===== config.mk =====
export PLATFORM = sky130hd
export DESIGN_NAME = imu_frame_unpack_gyro_bias
export DESIGN_NICKNAME = d
export VERILOG_FILES = /design/src/imufub_pkg.sv /design/src/imu_frame_unpack_gyro_bias.sv /design/src/imufub_front.sv /design/src/imufub_opq.sv /design/src/imufub_div.sv /design/src/imufub_back.sv
export VERILOG_INCLUDE_DIRS = /design/src /design/src/src
export SDC_FILE = /design/constraint.sdc
export NUM_CORES = 2
export LEC_CHECK = 0
export BUFFER_PORTS_ARGS = -buffer_cell sky130_fd_sc_hd__buf_4
export CORE_UTILIZATION = 40
export CTS_CLUSTER_DIAMETER = 120
export DETAILED_ROUTE_END_ITERATION = 12
export GPL_ROUTABILITY_DRIVEN = 0
export GPL_TIMING_DRIVEN = 0
export HOLD_SLACK_MARGIN = 0.03
export PLACE_DENSITY_LB_ADDON = 0.12
export RECOVER_POWER = 50
export REMOVE_ABC_BUFFERS = 1
export SLEW_MARGIN = 20
export SYNTH_ARGS = -nofsm -noshare
export SYNTH_HDL_FRONTEND = slang
export SYNTH_SLANG_ARGS = --single-unit

===== constraint.sdc =====
create_clock -name clk_i -period 7.8 [get_ports clk_i]
set_input_delay 1.56 -clock clk_i [delete_from_list [all_inputs] [get_ports clk_i]]
set_output_delay 1.56 -clock clk_i [all_outputs]
set_load 0.02 [all_outputs]

===== src/imu_frame_unpack_gyro_bias_assert.svh =====
// ----------------------------------------------------------------------------
// IMU frame unpack assertion macros
// Concurrent assertion wrappers on clk_i, disabled while rst_ni is low.
// ----------------------------------------------------------------------------
`ifndef IMU_FRAME_UNPACK_GYRO_BIAS_ASSERT_SVH
`define IMU_FRAME_UNPACK_GYRO_BIAS_ASSERT_SVH

`ifndef ASSERT_OFF
// property must hold at every clock edge out of reset
`define IMUFUB_ASSERT(lbl, prop, msg) \
  lbl: assert property (@(posedge clk_i) disable iff (!rst_ni) (prop)) else $error(msg);
// condition must never be true out of reset
`define IMUFUB_ASSERT_NEVER(lbl, cond, msg) \
  lbl: assert property (@(posedge clk_i) disable iff (!rst_ni) !(cond)) else $error(msg);
`else
`define IMUFUB_ASSERT(lbl, prop, msg)
`define IMUFUB_ASSERT_NEVER(lbl, cond, msg)
`endif

`endif


===== src/imufub_pkg.sv =====
// ----------------------------------------------------------------------------
// IMU frame unpack package
// Shared widths, constants and item types of the frame unpack block.
// ----------------------------------------------------------------------------
package imufub_pkg;

  localparam int CAL_FRAMES  = 500;
  localparam int BURST_BYTES = 14;
  localparam int STORE_DEPTH = BURST_BYTES - 1;
  localparam int POS_W       = $clog2(BURST_BYTES);
  localparam int CNT_W       = 9;
  localparam int SUM_W       = 25;
  localparam int WORD_W      = 16;
  localparam int OPQ_DEPTH   = 4;
  localparam int NUM_AXES    = 3;

  typedef logic signed [WORD_W-1:0] word_t;
  typedef logic signed [SUM_W-1:0]  sum_t;

  typedef enum logic {
    OP_START = 1'b0,
    OP_FRAME = 1'b1
  } op_kind_e;

  typedef enum logic [1:0] {
    BK_RUN = 2'b01,
    BK_DIV = 2'b10
  } bk_state_e;

  typedef struct packed {
    logic       mode;
    logic [7:0] data_byte;
    logic       first_byte;
  } in_item_t;

  typedef struct packed {
    logic signed [WORD_W-1:0] accel_x;
    logic signed [WORD_W-1:0] accel_y;
    logic signed [WORD_W-1:0] accel_z;
    logic signed [WORD_W-1:0] gyro_x;
    logic signed [WORD_W-1:0] gyro_y;
    logic signed [WORD_W-1:0] gyro_z;
    logic                     calibrating;
    logic                     offsets_updated;
  } out_item_t;

  // work item handed from the byte front end to the back end
  typedef struct packed {
    op_kind_e                 kind;
    logic signed [WORD_W-1:0] accel_x;
    logic signed [WORD_W-1:0] accel_y;
    logic signed [WORD_W-1:0] accel_z;
    logic signed [WORD_W-1:0] gyro_x;
    logic signed [WORD_W-1:0] gyro_y;
    logic signed [WORD_W-1:0] gyro_z;
  } op_t;

endpackage


===== src/imu_frame_unpack_gyro_bias.sv =====
// ----------------------------------------------------------------------------
// IMU frame unpack with gyro bias calibration
// Unpacks 14-byte inertial bursts into accel and bias-corrected gyro words.
// ----------------------------------------------------------------------------
// Input queue side: one beat per push with full low. A data beat (mode 0)
// carries one burst byte; first_byte restarts the burst. A start beat
// (mode 1) clears offsets and sums and begins a calibration run.
// Output queue side: while empty is low the oldest result is on out_item_o
// and leaves on pop. One result per 14th burst byte.
// Throughput: one beat per cycle while full is low; the byte front end never stalls on its own.
// With both queues idle, a frame's result is registered in the work queue and
// then in the result queue before it shows on out_item_o and can leave on pop.
// The last calibration frame starts a reciprocal divide (three axes
// in parallel); the back end holds its 4-entry work queue meanwhile, so
// beats pile up there and full can rise if the queue was nearly full.
// A stalled receiver fills the 2-entry result queue, then the work queue,
// then full rises. Reset clears byte position, offsets, sums and all queues.
// ----------------------------------------------------------------------------
module imu_frame_unpack_gyro_bias import imufub_pkg::*; (
  input  logic      clk_i,
  input  logic      rst_ni,
  input  logic      push,
  output logic      full,
  input  in_item_t  in_item_i,
  output logic      empty,
  input  logic      pop,
  output out_item_t out_item_o
);

  logic accept;
  logic op_push, op_pop, op_empty;
  op_t  op_in, op_out;

  assign accept = push && !full;

  imufub_front u_front (
    .clk_i     (clk_i),
    .rst_ni    (rst_ni),
    .accept_i  (accept),
    .item_i    (in_item_i),
    .op_push_o (op_push),
    .op_o      (op_in)
  );

  imufub_opq u_opq (
    .clk_i   (clk_i),
    .rst_ni  (rst_ni),
    .push_i  (op_push),
    .op_i    (op_in),
    .full_o  (full),
    .pop_i   (op_pop),
    .op_o    (op_out),
    .empty_o (op_empty)
  );

  imufub_back u_back (
    .clk_i      (clk_i),
    .rst_ni     (rst_ni),
    .op_empty_i (op_empty),
    .op_i       (op_out),
    .op_pop_o   (op_pop),
    .pop_i      (pop),
    .empty_o    (empty),
    .item_o     (out_item_o)
  );

endmodule


===== src/imufub_front.sv =====
// ----------------------------------------------------------------------------
// IMU frame unpack front end
// Collects burst bytes, assembles complete frames and emits work items.
// ----------------------------------------------------------------------------
module imufub_front import imufub_pkg::*; (
  input  logic     clk_i,
  input  logic     rst_ni,
  input  logic     accept_i,
  input  in_item_t item_i,
  output logic     op_push_o,
  output op_t      op_o
);

  logic [POS_W-1:0] pos_q, pos_d;
  logic [POS_W-1:0] pos_eff;
  logic [7:0]       store_q [STORE_DEPTH];
  logic             store_wr;
  logic             frame_done;

  assign pos_eff    = item_i.first_byte ? '0 : pos_q;
  assign frame_done = accept_i && !item_i.mode && (pos_eff == POS_W'(STORE_DEPTH));
  assign store_wr   = accept_i && !item_i.mode && (pos_eff != POS_W'(STORE_DEPTH));

  always_comb begin
    pos_d = pos_q;
    if (store_wr) begin
      pos_d = pos_eff + POS_W'(1);
    end else if (frame_done) begin
      pos_d = '0;
    end
  end

  always_ff @(posedge clk_i or negedge rst_ni) begin
    if (!rst_ni) begin
      pos_q <= '0;
    end else begin
      pos_q <= pos_d;
    end
  end

  always_ff @(posedge clk_i) begin
    if (store_wr) begin
      store_q[pos_eff] <= item_i.data_byte;
    end
  end

  // a start beat goes out at once; a data beat only on the last burst byte
  assign op_push_o = accept_i && (item_i.mode || frame_done);

  always_comb begin
    op_o.kind    = item_i.mode ? OP_START : OP_FRAME;
    op_o.accel_x = {store_q[0], store_q[1]};
    op_o.accel_y = {store_q[2], store_q[3]};
    op_o.accel_z = {store_q[4], store_q[5]};
    op_o.gyro_x  = {store_q[8], store_q[9]};
    op_o.gyro_y  = {store_q[10], store_q[11]};
    op_o.gyro_z  = {store_q[12], item_i.data_byte};
  end

endmodule


===== src/imufub_opq.sv =====
// ----------------------------------------------------------------------------
// IMU frame unpack work queue
// Short queue of work items between the front end and the back end.
// ----------------------------------------------------------------------------
module imufub_opq import imufub_pkg::*; (
  input  logic clk_i,
  input  logic rst_ni,
  input  logic push_i,
  input  op_t  op_i,
  output logic full_o,
  input  logic pop_i,
  output op_t  op_o,
  output logic empty_o
);

  localparam int PTR_W = $clog2(OPQ_DEPTH);
  localparam int CNT_QW = $clog2(OPQ_DEPTH + 1);

  op_t               mem_q [OPQ_DEPTH];
  logic [PTR_W-1:0]  wr_ptr_q, rd_ptr_q;
  logic [CNT_QW-1:0] cnt_q;
  logic              do_push, do_pop;

  assign full_o  = (cnt_q == CNT_QW'(OPQ_DEPTH));
  assign empty_o = (cnt_q == '0);
  assign do_push = push_i && !full_o;
  assign do_pop  = pop_i && !empty_o;
  assign op_o    = mem_q[rd_ptr_q];

  always_ff @(posedge clk_i or negedge rst_ni) begin
    if (!rst_ni) begin
      wr_ptr_q <= '0;
      rd_ptr_q <= '0;
      cnt_q    <= '0;
    end else begin
      if (do_push) begin
        wr_ptr_q <= wr_ptr_q + PTR_W'(1);
      end
      if (do_pop) begin
        rd_ptr_q <= rd_ptr_q + PTR_W'(1);
      end
      if (do_push && !do_pop) begin
        cnt_q <= cnt_q + CNT_QW'(1);
      end else if (do_pop && !do_push) begin
        cnt_q <= cnt_q - CNT_QW'(1);
      end
    end
  end

  always_ff @(posedge clk_i) begin
    if (do_push) begin
      mem_q[wr_ptr_q] <= op_i;
    end
  end

endmodule


===== src/imufub_div.sv =====
// ----------------------------------------------------------------------------
// IMU frame unpack bias divider
// Three-lane divide of the bias sums by CAL_FRAMES, truncated toward zero,
// done as a reciprocal multiply on the registered sum magnitudes.
// ----------------------------------------------------------------------------
module imufub_div import imufub_pkg::*; (
  input  logic  clk_i,
  input  logic  rst_ni,
  input  logic  start_i,
  input  sum_t  sums_i [NUM_AXES],
  output logic  done_o,
  output word_t quot_o [NUM_AXES]
);

  // magnitudes stay below 2^24: at most CAL_FRAMES sums of 16-bit words
  localparam int MAG_W   = SUM_W - 1;
  localparam int SHIFT   = MAG_W + CNT_W;
  localparam int RECIP_W = SUM_W;
  localparam int PROD_W  = MAG_W + RECIP_W;
  localparam longint unsigned RECIP_L =
    ((64'd1 << SHIFT) + 64'(CAL_FRAMES) - 64'd1) / 64'(CAL_FRAMES);
  localparam logic [RECIP_W-1:0] RECIP = RECIP_W'(RECIP_L);

  logic [MAG_W-1:0]  mag_q [NUM_AXES];
  logic              neg_q [NUM_AXES];
  logic [WORD_W-1:0] qmag_q [NUM_AXES];
  logic [PROD_W-1:0] prod [NUM_AXES];
  logic              busy_q, done_q;

  // rounded-up reciprocal keeps floor(mag * RECIP >> SHIFT) exact for MAG_W bits
  always_comb begin
    for (int i = 0; i < NUM_AXES; i++) begin
      prod[i] = PROD_W'(mag_q[i]) * PROD_W'(RECIP);
    end
  end

  always_ff @(posedge clk_i or negedge rst_ni) begin
    if (!rst_ni) begin
      busy_q <= 1'b0;
      done_q <= 1'b0;
    end else begin
      busy_q <= start_i;
      done_q <= busy_q;
    end
  end

  always_ff @(posedge clk_i) begin
    for (int i = 0; i < NUM_AXES; i++) begin
      if (start_i) begin
        neg_q[i] <= sums_i[i][SUM_W-1];
        mag_q[i] <= sums_i[i][SUM_W-1] ? MAG_W'(-sums_i[i]) : MAG_W'(sums_i[i]);
      end
      if (busy_q) begin
        qmag_q[i] <= prod[i][SHIFT +: WORD_W];
      end
    end
  end

  assign done_o = done_q;

  always_comb begin
    for (int i = 0; i < NUM_AXES; i++) begin
      quot_o[i] = neg_q[i] ? -word_t'(qmag_q[i])
                           : word_t'(qmag_q[i]);
    end
  end

endmodule


===== src/imufub_back.sv =====
// ----------------------------------------------------------------------------
// IMU frame unpack back end
// Applies gyro offsets, runs the bias calibration and queues results.
// ----------------------------------------------------------------------------
`include "imu_frame_unpack_gyro_bias_assert.svh"

module imufub_back import imufub_pkg::*; (
  input  logic      clk_i,
  input  logic      rst_ni,
  input  logic      op_empty_i,
  input  op_t       op_i,
  output logic      op_pop_o,
  input  logic      pop_i,
  output logic      empty_o,
  output out_item_t item_o
);

  localparam int OQ_DEPTH = 2;
  localparam int OQ_PW    = $clog2(OQ_DEPTH);
  localparam int OQ_CW    = $clog2(OQ_DEPTH + 1);

  bk_state_e         state_q, state_d;
  word_t             offs_q [NUM_AXES];
  word_t             offs_d [NUM_AXES];
  sum_t              sum_q [NUM_AXES];
  sum_t              sum_d [NUM_AXES];
  sum_t              sum_add [NUM_AXES];
  word_t             raw [NUM_AXES];
  word_t             quot [NUM_AXES];
  logic [CNT_W-1:0]  cnt_q, cnt_d, cnt_inc;
  logic              active_q, active_d;
  logic              op_pop, is_frame, is_start, last_frame;
  logic              div_start, div_done;
  out_item_t         res;

  out_item_t         oq_mem_q [OQ_DEPTH];
  logic [OQ_PW-1:0]  oq_wr_q, oq_rd_q;
  logic [OQ_CW-1:0]  oq_cnt_q;
  logic              oq_full, oq_push, oq_pop;

  assign oq_full  = (oq_cnt_q == OQ_CW'(OQ_DEPTH));
  assign empty_o  = (oq_cnt_q == '0);
  assign oq_pop   = pop_i && !empty_o;
  assign item_o   = oq_mem_q[oq_rd_q];

  // a start needs no result slot; a frame waits for one
  assign op_pop   = (state_q == BK_RUN) && !op_empty_i &&
                    ((op_i.kind == OP_START) || !oq_full);
  assign op_pop_o = op_pop;
  assign is_frame = op_pop && (op_i.kind == OP_FRAME);
  assign is_start = op_pop && (op_i.kind == OP_START);
  assign oq_push  = is_frame;

  assign raw[0] = op_i.gyro_x;
  assign raw[1] = op_i.gyro_y;
  assign raw[2] = op_i.gyro_z;

  assign cnt_inc    = cnt_q + CNT_W'(1);
  assign last_frame = is_frame && active_q && (cnt_inc >= CNT_W'(CAL_FRAMES));
  assign div_start  = last_frame;

  always_comb begin
    for (int i = 0; i < NUM_AXES; i++) begin
      sum_add[i] = sum_q[i] + {{(SUM_W - WORD_W){raw[i][WORD_W-1]}}, raw[i]};
    end
  end

  always_comb begin
    state_d  = state_q;
    cnt_d    = cnt_q;
    active_d = active_q;
    for (int i = 0; i < NUM_AXES; i++) begin
      offs_d[i] = offs_q[i];
      sum_d[i]  = sum_q[i];
    end
    case (state_q)
      BK_RUN: begin
        if (is_start) begin
          cnt_d    = '0;
          active_d = 1'b1;
          for (int i = 0; i < NUM_AXES; i++) begin
            offs_d[i] = '0;
            sum_d[i]  = '0;
          end
        end else if (is_frame && active_q) begin
          cnt_d = cnt_inc;
          for (int i = 0; i < NUM_AXES; i++) begin
            sum_d[i] = sum_add[i];
          end
          if (last_frame) begin
            active_d = 1'b0;
            state_d  = BK_DIV;
          end
        end
      end
      BK_DIV: begin
        // hold the queue until the new offsets are loaded
        if (div_done) begin
          state_d = BK_RUN;
          for (int i = 0; i < NUM_AXES; i++) begin
            offs_d[i] = quot[i];
          end
        end
      end
      default: begin
        state_d = BK_RUN;
      end
    endcase
  end

  always_ff @(posedge clk_i or negedge rst_ni) begin
    if (!rst_ni) begin
      state_q  <= BK_RUN;
      cnt_q    <= '0;
      active_q <= 1'b0;
      for (int i = 0; i < NUM_AXES; i++) begin
        offs_q[i] <= '0;
        sum_q[i]  <= '0;
      end
    end else begin
      state_q  <= state_d;
      cnt_q    <= cnt_d;
      active_q <= active_d;
      for (int i = 0; i < NUM_AXES; i++) begin
        offs_q[i] <= offs_d[i];
        sum_q[i]  <= sum_d[i];
      end
    end
  end

  imufub_div u_div (
    .clk_i   (clk_i),
    .rst_ni  (rst_ni),
    .start_i (div_start),
    .sums_i  (sum_add),
    .done_o  (div_done),
    .quot_o  (quot)
  );

  always_comb begin
    res.accel_x         = op_i.accel_x;
    res.accel_y         = op_i.accel_y;
    res.accel_z         = op_i.accel_z;
    res.gyro_x          = raw[0] - offs_q[0];
    res.gyro_y          = raw[1] - offs_q[1];
    res.gyro_z          = raw[2] - offs_q[2];
    res.calibrating     = active_q;
    res.offsets_updated = last_frame;
  end

  always_ff @(posedge clk_i or negedge rst_ni) begin
    if (!rst_ni) begin
      oq_wr_q  <= '0;
      oq_rd_q  <= '0;
      oq_cnt_q <= '0;
    end else begin
      if (oq_push) begin
        oq_wr_q <= oq_wr_q + OQ_PW'(1);
      end
      if (oq_pop) begin
        oq_rd_q <= oq_rd_q + OQ_PW'(1);
      end
      if (oq_push && !oq_pop) begin
        oq_cnt_q <= oq_cnt_q + OQ_CW'(1);
      end else if (oq_pop && !oq_push) begin
        oq_cnt_q <= oq_cnt_q - OQ_CW'(1);
      end
    end
  end

  always_ff @(posedge clk_i) begin
    if (oq_push) begin
      oq_mem_q[oq_wr_q] <= res;
    end
  end

  `IMUFUB_ASSERT(a_div_holds_queue, (state_q == BK_DIV) |-> !op_pop_o, "work item taken during divide")
  `IMUFUB_ASSERT(a_done_in_div, div_done |-> (state_q == BK_DIV), "divider done outside divide state")
  `IMUFUB_ASSERT(a_cal_end_divides, $fell(active_q) |-> (state_q == BK_DIV), "calibration ended without divide")
  `IMUFUB_ASSERT(a_upd_while_cal, (oq_push && res.offsets_updated) |-> res.calibrating, "offsets updated outside calibration")
  `IMUFUB_ASSERT_NEVER(a_oq_overflow, oq_push && oq_full, "result pushed into full queue")

endmodule

==> flow_metrics.tcl <==
set metrics [dict create \
    drive_gt1_share_pct 9.74 \
    hold_class "flip-flop to flip-flop" \
    fp.dieH_um 415 \
    synth_cell_type_count 81 \
    setup_viol 0 \
    chipWidth_um 415 \
    p_leak_nw 33.6 \
    postCtsHoldBufs 0 \
    clk_path_buf_depth 3 \
    relSlewSlack_pct -195 \
    synth_top_area_share_pct 35.1 \
    synth.most_common_cell "inv_1" \
    die_area_sq_um 172000 \
    num-fill-cells 15500 \
    dp_hpwl_um 113000 \
    drc_errors 0 \
    regArea_sq_um 27700 \
    area_delta_synth_final_pct 11.7 \
    cts_tree "built" \
    status "finished with violations" \
    synth.area.top_cells "edfxtp_1 35%, ha_1 17%, fa_1 16%" \
    tightest_slew_ns 4.43 \
    required_ns 8.23 \
    grt_setup_unrepaired "no" \
    clock.fmax_ghz 0.136 \
    track_usage_pct 18.5 \
    netlist_instances 5568 \
    setup_ws_ns 0.443 \
    crit_path_start_kind "flip-flop" \
    path_class "flip-flop to flip-flop" \
    ys_seq_area_share_pct 40.7 \
    period_share_pct 94.3 \
    rows 151 \
    cp-end-kind "flip-flop" \
    arrival_ns 7.79 \
    wl_um 156000 \
    synth_enable_flop_cells 795 \
    hold_depth 0 \
    slew_violations 531 \
    ys.flop_type "edfxtp_1" \
    slowest_delay_ns 0.78 \
    grt_pass1_wl_um 247000 \
    synth-seq-cells 947 \
    yosysTopAreaCell "edfxtp_1" \
    antenna_found_initial 3 \
    avgSynthCellArea_sq_um 12.2 \
    io_buffers 113 \
    grt_max_degree 83 \
    route.vias.total 40500 \
    wire_per_inst_um 19.3 \
    core_sq_um 169000 \
    p_per_area_nw_per_um2 322 \
    async_reset_ff_share_pct 16.1 \
    ir_worst_vdd_uv 243 \
    finalHoldViolations 0 \
    placed_cell_area_sq_um 72300 \
    start_util_pct 40.2 \
    multi_input_area_sq_um 35600 \
    drt_iter0_markers 1888 \
    drt-vias-per-instance 5.01 \
    cp_common_cell "fa_1" \
    gr-total-overflow 0 \
    cts.clk_slew.worst_paths_ns 0.06 \
    whs_ns 0.444 \
    boundaryPins 114 \
    synth_commonest_cells "1179 x inv_1, 900 x ha_1, 795 x edfxtp_1, 532 x fa_1, 226 x o21ai_0" \
    drtAntennaViolNets 0 \
    violations "max-capacitance violations, max-slew violations" \
    antennaDiodeCount 0 \
    critical_path.max_fanout 11 \
    clk_latency_ns 0.70 \
    cts-root-buf "clkbuf_16" \
    grt_pass1_vias 42400 \
    firstDrtPassIters 5 \
    min_period_ns 7.36 \
    worstRegToRegCells 22 \
    crit_path_top_delay_cell "edfxtp_1" \
    cts_buffers 96 \
    layout.nets 7228 \
    final_area_sq_um 76000 \
    dp_slack_ns -0.237 \
    clock_skew_ns 0.0249 \
    path_cells "ha_1 -> ha_1 -> inv_1 -> fa_1 -> inv_1 -> fa_1 -> fa_1 -> fa_1 -> inv_1 -> fa_1 -> inv_1 -> ha_1 -> and2_1 -> o21ai_0 -> a2111oi_0 -> nand3_1 -> o211ai_1 -> o211a_1 -> o21a_1 -> o21a_1 -> o41ai_1 -> xnor2_1" \
    cap_violations 16 \
    yosysWarnings 0 \
    total_power_w 0.0245 \
    clock_sinks 947 \
    syn_area_sq_um 68100 \
    htreeDepth 3 \
]
repair_timing:
action | in CTS | in global routing
buffers inserted | 14 | 50
endpoints found under the setup margin | 5 | 15
gates resized for setup | 1 | 1
worst max-delay path: cells and delay by family, from the launching register on:
| kind | cells | cell delay, ns |
|---|---|---|
| fa+ha+maj | 8 | 3.36 |
| xor+xnor | 1 | 0.15 |
| buf+inv | 4 | 0.21 |
| flops | 1 | 0.78 |
| compound gates | 7 | 2.24 |
| simple gates | 2 | 0.35 |
sequential cells by signal (all words and copies together), names as in the netlist, 4 cells and up:
register	count
u_opq.mem_q	388
u_back.oq_mem_q	196
u_front.store_q	88
u_back.sum_q	75
u_back.u_div.mag_q	72
u_back.offs_q	48
u_back.u_div.qmag_q	48
u_back.cnt_q	9
u_front.pos_q	4
where the power goes:
part	leakage (nW)	internal, W	switching, W
sequential	9.23	0.00727	0.000401
clock	1.61	0.00280	0.00207
combinational	22.8	0.00457	0.00738
total	33.6	0.0146	0.00986
cell type report:
type,count,area share [%]
sequential,947,36.4
inverter,1180,5.83
clock buffer,116,3.35
tap,2218,3.65
multi-input combinational,3342,46.9
clock inverter,65,1.03
timing repair buffer,215,2.84
cell families after synthesis:
group	after synthesis	synth area share, %
xor+xnor	244	3.14
buf+inv	1279	7.05
simple gates	777	5.59
fa+ha+maj	1432	32.2
flops	947	40.7
compound gates	681	6.36
mux	208	5.02
worst paths after layout:
path	from	endpoint	slack, ns
max reg2reg	u_back.u_div.mag_q[0][34]	u_back.u_div.qmag_q[0][30]	0.44
min	u_back.u_div.busy_q	u_back.u_div.done_o	0.44
min in group asynchronous	rst_ni	u_opq.wr_ptr_q[0]	2.39
max in group asynchronous	rst_ni	u_back.offs_q[32]	1.39
min reg2reg	u_back.u_div.busy_q	u_back.u_div.done_o	0.44
max	u_back.u_div.mag_q[0][34]	u_back.u_div.qmag_q[0][30]	0.44
layer usage:
metal  track usage [%]  wire length [um]
met1              25.7             72600
met2              31.1             75100
met3              2.11              5350
met4              4.03              2650
met5                 0                 0
metrics by stage:
stage               cells  utilization, %  TNS (ns)
finish               8083            44.9         0
CTS                  8033            44.7         0
global route         8083            44.9         0
detailed placement   7838            42.7    -0.637
floorplan            5469               -   -224.96
global placement     7800            42.1  -2460.82
cells in the final DEF (no fill, tap or decap), drive strengths merged, types with 9 or more instances in the layout:
master   count
mux2i       12
a211oi      19
fa         532
nor3        48
nand2b      21
dfrtp      151
inv       1188
o41ai       14
a2111oi      9
mux2        99
o31ai       38
nor2b       37
bufinv      13
edfxtp     795
or3         18
a21o        58
and2        28
o21bai      24
nand3      149
o21a        25
nand2      200
nand4       26
ha         900
xnor2      140
a21oi      134
clkinv      38
a21boi      10
o21ai      233
nor4        16
nor2       161
xor2       104
o211ai      18
buf        195
a311oi      10
mux4        97
or2          9
clkbuf     136
a31oi       25
and3        27
Power figures use the tool's default switching activity.
